--- src/swp_pkg.sv ---
// ----------------------------------------------------------------------------
// swp_pkg: shared types and constants of the swipe gesture classifier
// Payload structs, configuration layout, direction codes and back-end states.
// ----------------------------------------------------------------------------
package swp_pkg;

	// default geometry
	localparam int COORD_BITS_DEF  = 16;
	localparam int TIME_BITS_DEF   = 32;
	localparam int QUEUE_DEPTH_DEF = 2;

	// datapath widths
	localparam int MAG_W      = 17;          // |delta| of two 16-bit coordinates
	localparam int PROD_W     = MAG_W + 8;   // magnitude times ratio register
	localparam int NUM_W      = MAG_W + 10;  // magnitude times 1000
	localparam int DUR_W      = 32;
	localparam int CFG_IDX_W  = 3;
	localparam int CFG_DATA_W = 32;

	// scaling constants
	localparam logic [9:0] SPEED_SCALE = 10'd1000;
	localparam logic [3:0] RATIO_SCALE = 4'd10;

	// register reset values
	localparam logic [15:0] RST_MIN_TRAVEL   = 16'd36;
	localparam logic [15:0] RST_SURE_TRAVEL  = 16'd80;
	localparam logic [15:0] RST_MIN_SPEED    = 16'd120;
	localparam logic [7:0]  RST_DOMINANCE    = 8'd14;
	localparam logic [31:0] RST_MAX_DURATION = 32'd1500;

	// register indexes
	typedef enum logic [CFG_IDX_W-1:0] {
		CFG_MIN_TRAVEL   = 3'd0,
		CFG_SURE_TRAVEL  = 3'd1,
		CFG_MIN_SPEED    = 3'd2,
		CFG_DOMINANCE    = 3'd3,
		CFG_MAX_DURATION = 3'd4
	} cfg_idx_t;

	typedef enum logic [1:0] {
		DIR_RIGHT = 2'd0,
		DIR_LEFT  = 2'd1,
		DIR_DOWN  = 2'd2,
		DIR_UP    = 2'd3
	} dir_t;

	typedef enum logic [1:0] {
		BK_IDLE,
		BK_CHECK,
		BK_DIV,
		BK_EMIT
	} back_state_t;

	typedef struct packed {
		logic               pressed;
		logic signed [15:0] pos_x;
		logic signed [15:0] pos_y;
		logic [31:0]        now_ms;
	} in_item_t;

	typedef struct packed {
		dir_t               direction;
		logic signed [15:0] start_x;
		logic signed [15:0] start_y;
		logic signed [15:0] delta_x;
		logic signed [15:0] delta_y;
		logic [31:0]        duration;
	} out_item_t;

	// finished stroke handed from front to back
	typedef struct packed {
		logic signed [15:0]      start_x;
		logic signed [15:0]      start_y;
		logic signed [MAG_W-1:0] dx;
		logic signed [MAG_W-1:0] dy;
		logic [DUR_W-1:0]        dur;
	} stroke_t;

	typedef struct packed {
		logic [15:0] min_travel;
		logic [15:0] sure_travel;
		logic [15:0] min_speed_milli;
		logic [7:0]  dominance_tenths;
		logic [31:0] max_duration;
	} cfg_t;

endpackage

--- src/swp_front.sv ---
// ----------------------------------------------------------------------------
// swp_front: touch sample tracker
// Follows press and release, latches start point and time, and queues a
// finished stroke on release.
// ----------------------------------------------------------------------------
module swp_front #(
	parameter int COORD_BITS = swp_pkg::COORD_BITS_DEF,
	parameter int TIME_BITS  = swp_pkg::TIME_BITS_DEF
) (
	input  logic              clk,
	input  logic              arst_n,
	input  logic              in_valid,
	output logic              in_stall,
	input  swp_pkg::in_item_t in_data,
	output logic              push,
	output swp_pkg::stroke_t  push_data,
	input  logic              full
);

	logic                         accept;
	logic signed [COORD_BITS-1:0] cx;
	logic signed [COORD_BITS-1:0] cy;
	logic [TIME_BITS-1:0]         now_t;
	logic [TIME_BITS-1:0]         dur_t;
	logic                         touch_down_q;
	logic signed [COORD_BITS-1:0] origin_x_q;
	logic signed [COORD_BITS-1:0] origin_y_q;
	logic signed [COORD_BITS-1:0] last_x_q;
	logic signed [COORD_BITS-1:0] last_y_q;
	logic [TIME_BITS-1:0]         origin_time_q;

	// request handshake; a full queue holds off every sample
	assign in_stall = full;
	assign accept   = in_valid && !full;

	// coordinates keep their low bits, time wraps at the timer width
	assign cx    = in_data.pos_x[COORD_BITS-1:0];
	assign cy    = in_data.pos_y[COORD_BITS-1:0];
	assign now_t = in_data.now_ms[TIME_BITS-1:0];
	assign dur_t = now_t - origin_time_q;

	// release of an active press closes the stroke
	assign push = accept && !in_data.pressed && touch_down_q;

	always_comb begin
		push_data.start_x = 16'(origin_x_q);
		push_data.start_y = 16'(origin_y_q);
		push_data.dx      = swp_pkg::MAG_W'(last_x_q) - swp_pkg::MAG_W'(origin_x_q);
		push_data.dy      = swp_pkg::MAG_W'(last_y_q) - swp_pkg::MAG_W'(origin_y_q);
		push_data.dur     = swp_pkg::DUR_W'(dur_t);
	end

	// stroke state
	always_ff @(posedge clk or negedge arst_n) begin
		if (!arst_n) begin
			touch_down_q  <= 1'b0;
			origin_x_q    <= '0;
			origin_y_q    <= '0;
			origin_time_q <= '0;
			last_x_q      <= '0;
			last_y_q      <= '0;
		end else if (accept) begin
			if (in_data.pressed) begin
				if (!touch_down_q) begin
					touch_down_q  <= 1'b1;
					origin_x_q    <= cx;
					origin_y_q    <= cy;
					origin_time_q <= now_t;
				end
				last_x_q <= cx;
				last_y_q <= cy;
			end else begin
				touch_down_q <= 1'b0;
			end
		end
	end

endmodule

--- src/swp_fifo.sv ---
// ----------------------------------------------------------------------------
// swp_fifo: stroke queue
// Short first-in first-out buffer between the sample tracker and the
// classifier.
// ----------------------------------------------------------------------------
module swp_fifo #(
	parameter int DEPTH = swp_pkg::QUEUE_DEPTH_DEF
) (
	input  logic             clk,
	input  logic             arst_n,
	input  logic             push,
	input  swp_pkg::stroke_t push_data,
	output logic             full,
	input  logic             pop,
	output swp_pkg::stroke_t pop_data,
	output logic             empty
);

	localparam int PTR_W = (DEPTH > 1) ? $clog2(DEPTH) : 1;
	localparam int CNT_W = $clog2(DEPTH + 1);

	swp_pkg::stroke_t entry_q [DEPTH];
	logic [PTR_W-1:0] wr_ptr_q;
	logic [PTR_W-1:0] rd_ptr_q;
	logic [CNT_W-1:0] count_q;

	assign full     = (count_q == CNT_W'(DEPTH));
	assign empty    = (count_q == '0);
	assign pop_data = entry_q[rd_ptr_q];

	// entry storage
	always_ff @(posedge clk) begin
		if (push) begin
			entry_q[wr_ptr_q] <= push_data;
		end
	end

	// pointers and fill count
	always_ff @(posedge clk or negedge arst_n) begin
		if (!arst_n) begin
			wr_ptr_q <= '0;
			rd_ptr_q <= '0;
			count_q  <= '0;
		end else begin
			if (push) begin
				wr_ptr_q <= (wr_ptr_q == PTR_W'(DEPTH - 1)) ? '0 : wr_ptr_q + 1'b1;
			end
			if (pop) begin
				rd_ptr_q <= (rd_ptr_q == PTR_W'(DEPTH - 1)) ? '0 : rd_ptr_q + 1'b1;
			end
			if (push && !pop) begin
				count_q <= count_q + 1'b1;
			end else if (pop && !push) begin
				count_q <= count_q - 1'b1;
			end
		end
	end

endmodule

--- src/swp_back.sv ---
// ----------------------------------------------------------------------------
// swp_back: stroke classifier
// Checks duration, travel and axis dominance, divides for the speed test
// one quotient bit per cycle, and holds the swipe in an output register.
// ----------------------------------------------------------------------------
module swp_back (
	input  logic               clk,
	input  logic               arst_n,
	input  swp_pkg::cfg_t      cfg,
	input  logic               empty,
	output logic               pop,
	input  swp_pkg::stroke_t   pop_data,
	output logic               out_valid,
	input  logic               out_stall,
	output swp_pkg::out_item_t out_data
);

	localparam int MAG_W  = swp_pkg::MAG_W;
	localparam int PROD_W = swp_pkg::PROD_W;
	localparam int NUM_W  = swp_pkg::NUM_W;
	localparam int DUR_W  = swp_pkg::DUR_W;
	localparam int CNT_W  = $clog2(NUM_W);

	swp_pkg::back_state_t state_q;
	swp_pkg::back_state_t state_d;
	swp_pkg::stroke_t     rec_q;
	logic [MAG_W-1:0]     major_q;
	logic [MAG_W-1:0]     minor_q;
	logic                 horiz_q;
	logic                 need_div_q;
	logic [DUR_W-1:0]     rem_q;
	logic [NUM_W-1:0]     quo_q;
	logic [DUR_W-1:0]     div_q;
	logic [CNT_W-1:0]     cnt_q;
	logic                 out_valid_q;
	swp_pkg::out_item_t   out_q;

	logic [MAG_W-1:0] ax;
	logic [MAG_W-1:0] ay;
	logic             hz;
	logic             reject;
	logic             need_div;
	logic [DUR_W:0]   trial;
	logic [DUR_W:0]   diff;
	logic             take;
	logic             last_step;
	logic             slow;
	logic             slot_free;
	logic             load_out;
	swp_pkg::dir_t    dir;

	// magnitudes of the queue head
	always_comb begin
		ax = pop_data.dx[MAG_W-1] ? MAG_W'(-pop_data.dx) : MAG_W'(pop_data.dx);
		ay = pop_data.dy[MAG_W-1] ? MAG_W'(-pop_data.dy) : MAG_W'(pop_data.dy);
		hz = ax > ay;
	end

	// acceptance tests on the loaded stroke
	always_comb begin
		reject = (rec_q.dur > cfg.max_duration) ||
			(major_q < MAG_W'(cfg.min_travel)) ||
			(PROD_W'(major_q) * PROD_W'(swp_pkg::RATIO_SCALE) <
			 PROD_W'(minor_q) * PROD_W'(cfg.dominance_tenths));
		need_div = major_q < MAG_W'(cfg.sure_travel);
	end

	// restoring divide step
	always_comb begin
		trial     = {rem_q, quo_q[NUM_W-1]};
		diff      = trial - {1'b0, div_q};
		take      = trial >= {1'b0, div_q};
		last_step = (cnt_q == CNT_W'(NUM_W - 1));
	end

	// speed test, output slot and direction
	always_comb begin
		slow      = need_div_q && (quo_q < NUM_W'(cfg.min_speed_milli));
		slot_free = !out_valid_q || !out_stall;
		if (horiz_q) begin
			dir = (!rec_q.dx[MAG_W-1] && rec_q.dx != '0) ?
				swp_pkg::DIR_RIGHT : swp_pkg::DIR_LEFT;
		end else begin
			dir = (!rec_q.dy[MAG_W-1] && rec_q.dy != '0) ?
				swp_pkg::DIR_DOWN : swp_pkg::DIR_UP;
		end
	end

	// next state
	always_comb begin
		state_d = state_q;
		unique case (state_q)
			swp_pkg::BK_IDLE: begin
				if (!empty) state_d = swp_pkg::BK_CHECK;
			end
			swp_pkg::BK_CHECK: begin
				if (reject) state_d = swp_pkg::BK_IDLE;
				else if (need_div) state_d = swp_pkg::BK_DIV;
				else state_d = swp_pkg::BK_EMIT;
			end
			swp_pkg::BK_DIV: begin
				if (last_step) state_d = swp_pkg::BK_EMIT;
			end
			swp_pkg::BK_EMIT: begin
				if (slow || slot_free) state_d = swp_pkg::BK_IDLE;
			end
			default: state_d = swp_pkg::BK_IDLE;
		endcase
	end

	// state outputs
	always_comb begin
		pop      = 1'b0;
		load_out = 1'b0;
		unique case (state_q)
			swp_pkg::BK_IDLE:  pop = !empty;
			swp_pkg::BK_CHECK: ;
			swp_pkg::BK_DIV:   ;
			swp_pkg::BK_EMIT:  load_out = !slow && slot_free;
			default: ;
		endcase
	end

	// control registers
	always_ff @(posedge clk or negedge arst_n) begin
		if (!arst_n) begin
			state_q     <= swp_pkg::BK_IDLE;
			out_valid_q <= 1'b0;
			cnt_q       <= '0;
		end else begin
			state_q <= state_d;
			if (load_out) begin
				out_valid_q <= 1'b1;
			end else if (!out_stall) begin
				out_valid_q <= 1'b0;
			end
			if (state_q == swp_pkg::BK_CHECK) begin
				cnt_q <= '0;
			end else if (state_q == swp_pkg::BK_DIV) begin
				cnt_q <= cnt_q + 1'b1;
			end
		end
	end

	// datapath registers
	always_ff @(posedge clk) begin
		if (pop) begin
			rec_q   <= pop_data;
			major_q <= hz ? ax : ay;
			minor_q <= hz ? ay : ax;
			horiz_q <= hz;
		end
		if (state_q == swp_pkg::BK_CHECK) begin
			need_div_q <= need_div;
			rem_q      <= '0;
			quo_q      <= NUM_W'(major_q) * NUM_W'(swp_pkg::SPEED_SCALE);
			div_q      <= (rec_q.dur == '0) ? DUR_W'(1) : rec_q.dur;
		end
		if (state_q == swp_pkg::BK_DIV) begin
			rem_q <= take ? diff[DUR_W-1:0] : trial[DUR_W-1:0];
			quo_q <= {quo_q[NUM_W-2:0], take};
		end
		if (load_out) begin
			out_q.direction <= dir;
			out_q.start_x   <= rec_q.start_x;
			out_q.start_y   <= rec_q.start_y;
			out_q.delta_x   <= rec_q.dx[15:0];
			out_q.delta_y   <= rec_q.dy[15:0];
			out_q.duration  <= rec_q.dur;
		end
	end

	assign out_valid = out_valid_q;
	assign out_data  = out_q;

	// divider keeps a partial remainder below a nonzero divisor
	assert property (@(posedge clk) disable iff (!arst_n)
		state_q == swp_pkg::BK_DIV |-> rem_q < div_q)
		else $error("swp_back: remainder not below divisor");

	assert property (@(posedge clk) disable iff (!arst_n)
		state_q == swp_pkg::BK_DIV |-> div_q != '0)
		else $error("swp_back: zero divisor");

	assert property (@(posedge clk) disable iff (!arst_n)
		(state_q == swp_pkg::BK_DIV && last_step) |=> state_q == swp_pkg::BK_EMIT)
		else $error("swp_back: divide did not finish on count");

	assert property (@(posedge clk) disable iff (!arst_n)
		state_q != swp_pkg::BK_IDLE |-> major_q >= minor_q)
		else $error("swp_back: major axis smaller than minor");

endmodule

--- src/swipe_gesture_classifier.sv ---
// ----------------------------------------------------------------------------
// swipe_gesture_classifier: touch swipe detector, top level
// Path: a release sample is queued, then popped and checked, and the swipe
//   is registered; a short stroke runs the speed divide (27 quotient bits) too.
// Throughput: one sample per cycle while the stroke queue has room; the
//   classifier takes a new stroke only when it is done with the last one.
// Reset: registers return to their defaults, no press is active, queue empty.
// ----------------------------------------------------------------------------
module swipe_gesture_classifier #(
	parameter int COORD_BITS  = swp_pkg::COORD_BITS_DEF,
	parameter int TIME_BITS   = swp_pkg::TIME_BITS_DEF,
	parameter int QUEUE_DEPTH = swp_pkg::QUEUE_DEPTH_DEF
) (
	input  logic                             clk,
	input  logic                             arst_n,
	input  logic                             cfg_we,
	input  logic [swp_pkg::CFG_IDX_W-1:0]    cfg_index,
	input  logic [swp_pkg::CFG_DATA_W-1:0]   cfg_data,
	input  logic                             in_valid,
	output logic                             in_stall,
	input  swp_pkg::in_item_t                in_data,
	output logic                             out_valid,
	input  logic                             out_stall,
	output swp_pkg::out_item_t               out_data
);

	swp_pkg::cfg_t    cfg_q;
	logic             push;
	logic             full;
	logic             pop;
	logic             empty;
	swp_pkg::stroke_t push_data;
	swp_pkg::stroke_t pop_data;

	// configuration registers; unknown indexes are ignored
	always_ff @(posedge clk or negedge arst_n) begin
		if (!arst_n) begin
			cfg_q.min_travel       <= swp_pkg::RST_MIN_TRAVEL;
			cfg_q.sure_travel      <= swp_pkg::RST_SURE_TRAVEL;
			cfg_q.min_speed_milli  <= swp_pkg::RST_MIN_SPEED;
			cfg_q.dominance_tenths <= swp_pkg::RST_DOMINANCE;
			cfg_q.max_duration     <= swp_pkg::RST_MAX_DURATION;
		end else if (cfg_we) begin
			unique case (cfg_index)
				swp_pkg::CFG_MIN_TRAVEL:   cfg_q.min_travel       <= cfg_data[15:0];
				swp_pkg::CFG_SURE_TRAVEL:  cfg_q.sure_travel      <= cfg_data[15:0];
				swp_pkg::CFG_MIN_SPEED:    cfg_q.min_speed_milli  <= cfg_data[15:0];
				swp_pkg::CFG_DOMINANCE:    cfg_q.dominance_tenths <= cfg_data[7:0];
				swp_pkg::CFG_MAX_DURATION: cfg_q.max_duration     <= cfg_data[31:0];
				default: ;
			endcase
		end
	end

	// sample tracking
	swp_front #(
		.COORD_BITS (COORD_BITS),
		.TIME_BITS  (TIME_BITS)
	) u_front (
		.clk       (clk),
		.arst_n    (arst_n),
		.in_valid  (in_valid),
		.in_stall  (in_stall),
		.in_data   (in_data),
		.push      (push),
		.push_data (push_data),
		.full      (full)
	);

	// stroke queue
	swp_fifo #(
		.DEPTH (QUEUE_DEPTH)
	) u_fifo (
		.clk       (clk),
		.arst_n    (arst_n),
		.push      (push),
		.push_data (push_data),
		.full      (full),
		.pop       (pop),
		.pop_data  (pop_data),
		.empty     (empty)
	);

	// classification and result register
	swp_back u_back (
		.clk       (clk),
		.arst_n    (arst_n),
		.cfg       (cfg_q),
		.empty     (empty),
		.pop       (pop),
		.pop_data  (pop_data),
		.out_valid (out_valid),
		.out_stall (out_stall),
		.out_data  (out_data)
	);

endmodule

--- config.mk ---
export PLATFORM = sky130hd
export DESIGN_NAME = swipe_gesture_classifier
export DESIGN_NICKNAME = d
export VERILOG_FILES = /design/src/swp_pkg.sv /design/src/swp_front.sv /design/src/swp_fifo.sv /design/src/swp_back.sv /design/src/swipe_gesture_classifier.sv
export SDC_FILE = /design/constraint.sdc
export NUM_CORES = 2
export LEC_CHECK = 0
export BUFFER_PORTS_ARGS = -buffer_cell sky130_fd_sc_hd__buf_2
export CORE_MARGIN = 8
export CORE_UTILIZATION = 50
export CTS_CLUSTER_DIAMETER = 40
export DETAILED_ROUTE_END_ITERATION = 10
export PLACE_DENSITY = 0.67
export SLEW_MARGIN = 5
export SYNTH_ARGS = -nofsm -noshare
export SYNTH_HDL_FRONTEND = slang
export SYNTH_HIERARCHICAL = 1
export SYNTH_SLANG_ARGS = --single-unit
--- constraint.sdc ---
create_clock -name clk -period 12.3 [get_ports clk]
set_input_delay 0 -clock clk [delete_from_list [all_inputs] [get_ports clk]]
set_output_delay 0 -clock clk [all_outputs]
set_load 0.005 [all_outputs]
---- Word-level counts from Yosys, hierarchy flattened ----
Memories as Yosys holds them, arrays and structs flattened.
Index checks and enable logic that the tools add are counted.
operators by class
  reductions and logical operators ........ 39
  eq/ne operators ......................... 13
  bitwise gates (word level) .............. 1
  $add $sub $neg .......................... 11
  multipliers ............................. 3
  muxes and demuxes ....................... 31
  $lt $le $gt $ge ......................... 7
operators with widths
  kind                   count
  $mux 32                3
  $mux 17                4
  $sub 32x32->32         2
  $mux 27                2
  $lt 17x16->1           2
  $neg 17->17            2
  $reduce_bool 17->1     2
  $sub 16x16->17         2
  $ge 33x32->1           1
  $gt 32x32->1           1
  $logic_not 32->1       1
  $lt 27x16->1           1
  $lt 21x25->1           1
  $mul 17x8->25          1
  $mul 17x7->24 const B  1
  $mul 17x3->20 const B  1
  $gt 17x17->1           1
  $mux 2                 7
  $mux 1                 12
  $reduce_and 2->1       6
  $logic_not 1->1        10
  $mux 5                 2
  $logic_and 1x1->1      9
  $pmux 2 s4             1
  other kinds (18)       30
storage, ports and cells
  bits in writable memories ............... 196
  bits in registers ....................... 520
  memories kept ........................... 1
  word-level logic and storage cells ...... 141
  output and inout bits ................... 100
  bits of input ports ..................... 105
memory list
  memory          depth  bits a word  rd ports  clocked after Yosys merged registers in  write ports  RTL line        source
  u_fifo.entry_q  2      98           1         0                                        1            swp_fifo.sv:22  swp_pkg::stroke_t entry_q [DEPTH];

---- Longest topological paths before layout ----
  word-level depth ........................ 9
  mapped depth ............................ 28
  mapped depth without buffers ............ 27

---- Cells and area by module ----
Netlist, hierarchy kept.
modules (own cells, without submodules)
  module                    times used  area each (um^2)  cells an instance  sequential area each (um^2)
  swp_back                  1           24358.4           2150               9899.5
  swp_fifo                  1           7287.0            321                5985.7
  swp_front                 1           6790.3            763                2427.3
  swipe_gesture_classifier  1           3378.2            190                2224.6

---- Worst setup path before layout ----
Ideal clock, no wire load.
  path type ............................... register -> register
  start ................................... register u_back.state_q[0]
  end ..................................... register u_fifo.count_q[1]
  setup slack ............................. 4.521 ns
  arrival ................................. 7.700 ns
  library setup time ...................... 0.079 ns
  data required time ...................... 12.221 ns
  buffers on the path ..................... 0
  stages on the path, launching flop included .. 9
  clock period less this slack ............ 7.779 ns
  cells stage by stage .................... dfrtp_1 -> inv_1 -> ha_1 -> nor2b_1 -> inv_1 -> ha_1 -> xor2_1 -> nor2_1 -> xor2_1
between the ends
  longest elaborated chain between the ends .. 5
  elaborated cells on any way between the ends .. 7
  classes of those cells .................. 2 x mux; 5 x reduce/logical
ends and longest elaborated chain
  item                                                RTL line                        source
  from (decl)                                         swp_back.sv:24                  swp_pkg::back_state_t state_q;
  from (signal assigned)                              swp_back.sv:127                 state_q <= swp_pkg::BK_IDLE;
  from (signal assigned)                              swp_back.sv:131                 state_q <= state_d;
  $logic_not 2->1 (*)                                 swp_back.sv:115                 unique case (state_q)
  $mux 1 (*)                                          swp_back.sv:115
  named net pop                                       swipe_gesture_classifier.sv:30  logic pop;
  $logic_not 1->1                                     swp_fifo.sv:51                  if (push && !pop) begin
  $logic_and 1x1->1                                   swp_fifo.sv:51
  $mux 2 / $reduce_bool 2->1 (equally long branches)  --
  to (signal assigned)                                swp_fifo.sv:52                  count_q <= count_q + 1'b1;
  to (signal assigned)                                swp_fifo.sv:54                  count_q <= count_q - 1'b1;
  to (decl)                                           swp_fifo.sv:25                  logic [CNT_W-1:0] count_q;
Mark *: on every way through the listed nets, which the timed path passes. The rest lies on a longest branch.
A chain may end at the register's enable or synchronous reset.

---- Worst setup path in the final report ----
  start ................................... register cfg_q[39] in the netlist's numbering
  end ..................................... register u_back.state_q[0]
between the ends
  longest elaborated chain between the ends .. 5
ends and longest elaborated chain
  item              RTL line                        source
  from (decl)       swipe_gesture_classifier.sv:27  swp_pkg::cfg_t cfg_q;
  $mul 17x8->25     swp_back.sv:64                  PROD_W'(minor_q) * PROD_W'(cfg.dominance_tenths));
  $lt 21x25->1      swp_back.sv:63                  (PROD_W'(major_q) * PROD_W'(swp_pkg::RATIO_SCALE) <
  $logic_or 1x1->1  swp_back.sv:62                  (major_q < MAG_W'(cfg.min_travel)) ||
  $mux 2            swp_back.sv:97                  if (reject) state_d = swp_pkg::BK_IDLE;
  $pmux 2 s4        swp_back.sv:92                  unique case (state_q)
No other way between the ends.

==> metrics.cfg <==
[min_path]
holdCritPathClass = in -> reg
holdCritStartpoint = cfg_index[1]
min_path_cells = 4

[clocking]
ctsLongestPathBuffers = 3
path_clk_slew_ns = 0.06
cts_root_buf = clkbuf_16
cts_buffers = 105
insertion_delay_ns = 0.69
clock-sinks = 716
cts.htree.levels = 3
postCtsSetupRepairBufs = 0
tritoncts = done

[global_routing]
grt_pass1_vias = 27700
grt-ovfl-total = 0
antenna_found_initial = 5
grt_pass1_wl_um = 153000
grt_max_degree = 136
grt_usage = 0.206

[placement]
io_buffers = 204
dp.cells = 4625
routabilityCongestion = 0.861
dpl.hpwl_um = 67700

[synth]
yosysMostFrequentCell = edfxtp_1
synth_edf_count = 519
synth_area_leader_cell = edfxtp_1
avgSynthCellArea_um2 = 12.2
synth_area_um2 = 41800
synth.distinct_cells = 97
synthArstFlopShare = 0.275
synth_commonest_cells = edfxtp_1 (519), inv_1 (372), ha_1 (348)
yosys-top-cells-area = edfxtp_1 (37%), dfrtp_1 (11%), ha_1 (10%)
yosysWarnings = 6
synth_ff_type = edfxtp_1
ys_seq_elements = 716
ys_seq_area_frac = 0.491
syn_inst = 3424
synth_top_area_frac = 0.373
syn_nets = 4030

[sta]
period_share = 0.544
rsz0062_at_grt = no
fin_setup_tns_ns = 0
clock.fmax_ghz = 0.149
relSlewSlack = 0.243
period_needed_ns = 6.69
hold_viol = 0
finClkSkew_ns = 0.0599
slew_viol_final = 0
setup_viol = 0
worst_slew_pin_slew_ns = 1.12

[critical_path]
worstSetupStartpoint = cfg_q[39]
cp.required_ns = 12.83
rr_startpoint = cfg_q[39]
start_kind = flop
path_common_cell = fa_1
cp_max_fo = 18
rr_worst_depth = 25
crit_path_max_incr_delay_ns = 0.57
slowest_stage = dfrtp_1
crit_type = reg -> reg
arrival_ns = 7.22
crit_path_end_kind = flop

[die]
rows = 106
dieWidth_um = 305
start_util = 0.502
dieHeight_um = 305
ios = 205
dieArea_um2 = 93100
core_region_area_um2 = 83300

[layout]
drive_gt1_frac = 0.184
syn_to_final_growth_pct = 16.4
layout.nets = 4363
fin_cells = 4934
fillCellCount = 6702

[route]
via_per_inst = 5.41
wl_per_cell_um = 19.5
ant_nets = 0
num_vias = 26700
drtPass1Iterations = 5
drt_iter0_markers = 1585
routed_wl_um = 96400
drcViolationCount = 0

[outcome]
status = completed

[flow_run]
cap_violations = 0

==> critical path, delay by kind of cell, from the launching register on <==
family          cells  cell delay (ns)
compound gates     11             2.03
buf+inv             2             0.09
xor+xnor            1             0.09
flops               1             0.57
simple gates        5             1.00
fa+ha+maj           6             2.73
==> state kept, by name (all words and copies together) (netlist names), 16 cells and up, named ones only <==
name and count:
u_front/origin_y_q 16, u_back/quo_q 27, u_back/minor_q 17, u_fifo/entry_q 196, u_back/major_q 17, u_back/rem_q 32, u_back/div_q 32, cfg_q 88
u_back/rec_q 98, u_front/last_x_q 16, u_front/origin_x_q 16, u_front/last_y_q 16, u_back/out_data 98, u_front/origin_time_q 32
==> cells by family (layout without fill, tap and decap cells) <==
| family | Yosys count | after routing | synth area share |
|---|---|---|---|
| AND/OR/NAND/NOR | 684 | 684 | 0.0841 |
| other | 0 | 4 | 0 |
| adder cells (fa/ha/maj) | 501 | 501 | 0.177 |
| AO/OA/AOI/OAI | 586 | 586 | 0.0885 |
| flip-flops | 716 | 716 | 0.491 |
| multiplexers | 296 | 296 | 0.0786 |
| XOR/XNOR | 162 | 162 | 0.0339 |
| buffers and inverters | 479 | 905 | 0.0463 |
==> path summary, 6_finish.rpt <==
check | end | slack [ns]
max reg2reg | u_back/state_q[0] | 5.61
min | cfg_q[73] | 0.07
max in group asynchronous | u_front/last_y_q[0] | 9.86
min reg2reg | u_back/out_data[69] | 0.42
max | u_back/state_q[0] | 5.61
min in group asynchronous | cfg_q[0] | 0.51
==> repair_timing <==
item	CTS	global route
hold endpoints to repair	355	0
hold buffers	105	0
gates resized for setup	0	0
==> stage by stage <==
stage / instance area [um2] / setup WS (ns) / util / hold WS (ns)
2_1_floorplan: 41800 / 4.52 / - / -0.296
3_3_place_gp: 43900 / 5.71 / 0.527 / 0.123
3_5_place_dp: 43900 / 5.59 / 0.527 / 0.117
4_1_cts: 48700 / 5.51 / 0.584 / 0.0287
5_1_grt: 48700 / 5.09 / 0.584 / 0.0491
6_report: 48700 / 5.61 / 0.585 / 0.0663
==> cell type report <==
class	count	area, um2	share of cell area
clock inverter	82	943	0.0194
inverter	373	1400	0.0288
sequential	716	20500	0.422
tap	1080	1350	0.0278
clock buffer	118	2760	0.0567
multi-input combinational	2229	19400	0.399
timing repair buffer	332	2270	0.0465
antenna	4	10.0	0.000206
==> layer usage <==
layer  up-vias  global-route usage  wire length (um)
met5         -                   0                 0
met4         0              0.0732              3290
met3       170              0.0446              5730
met2       626               0.320             43000
met1     13000               0.286             44400
li1      12800                   -                 -
==> cell usage in the layout, fill, tap and decap left out, types with 153 or more instances in the layout <==
cell type	synthesis	final
edfxtp_1	519	519
inv_1	372	372
ha_1	348	345
nand2_1	220	220
mux2_2	217	217
buf_2	19	203
dfrtp_1	179	178
o21ai_0	172	172
a21oi_1	160	159
fa_1	153	153
Power is not shown: default switching activity piles up to over one toggle a cycle in this logic, so the estimate is an artifact.
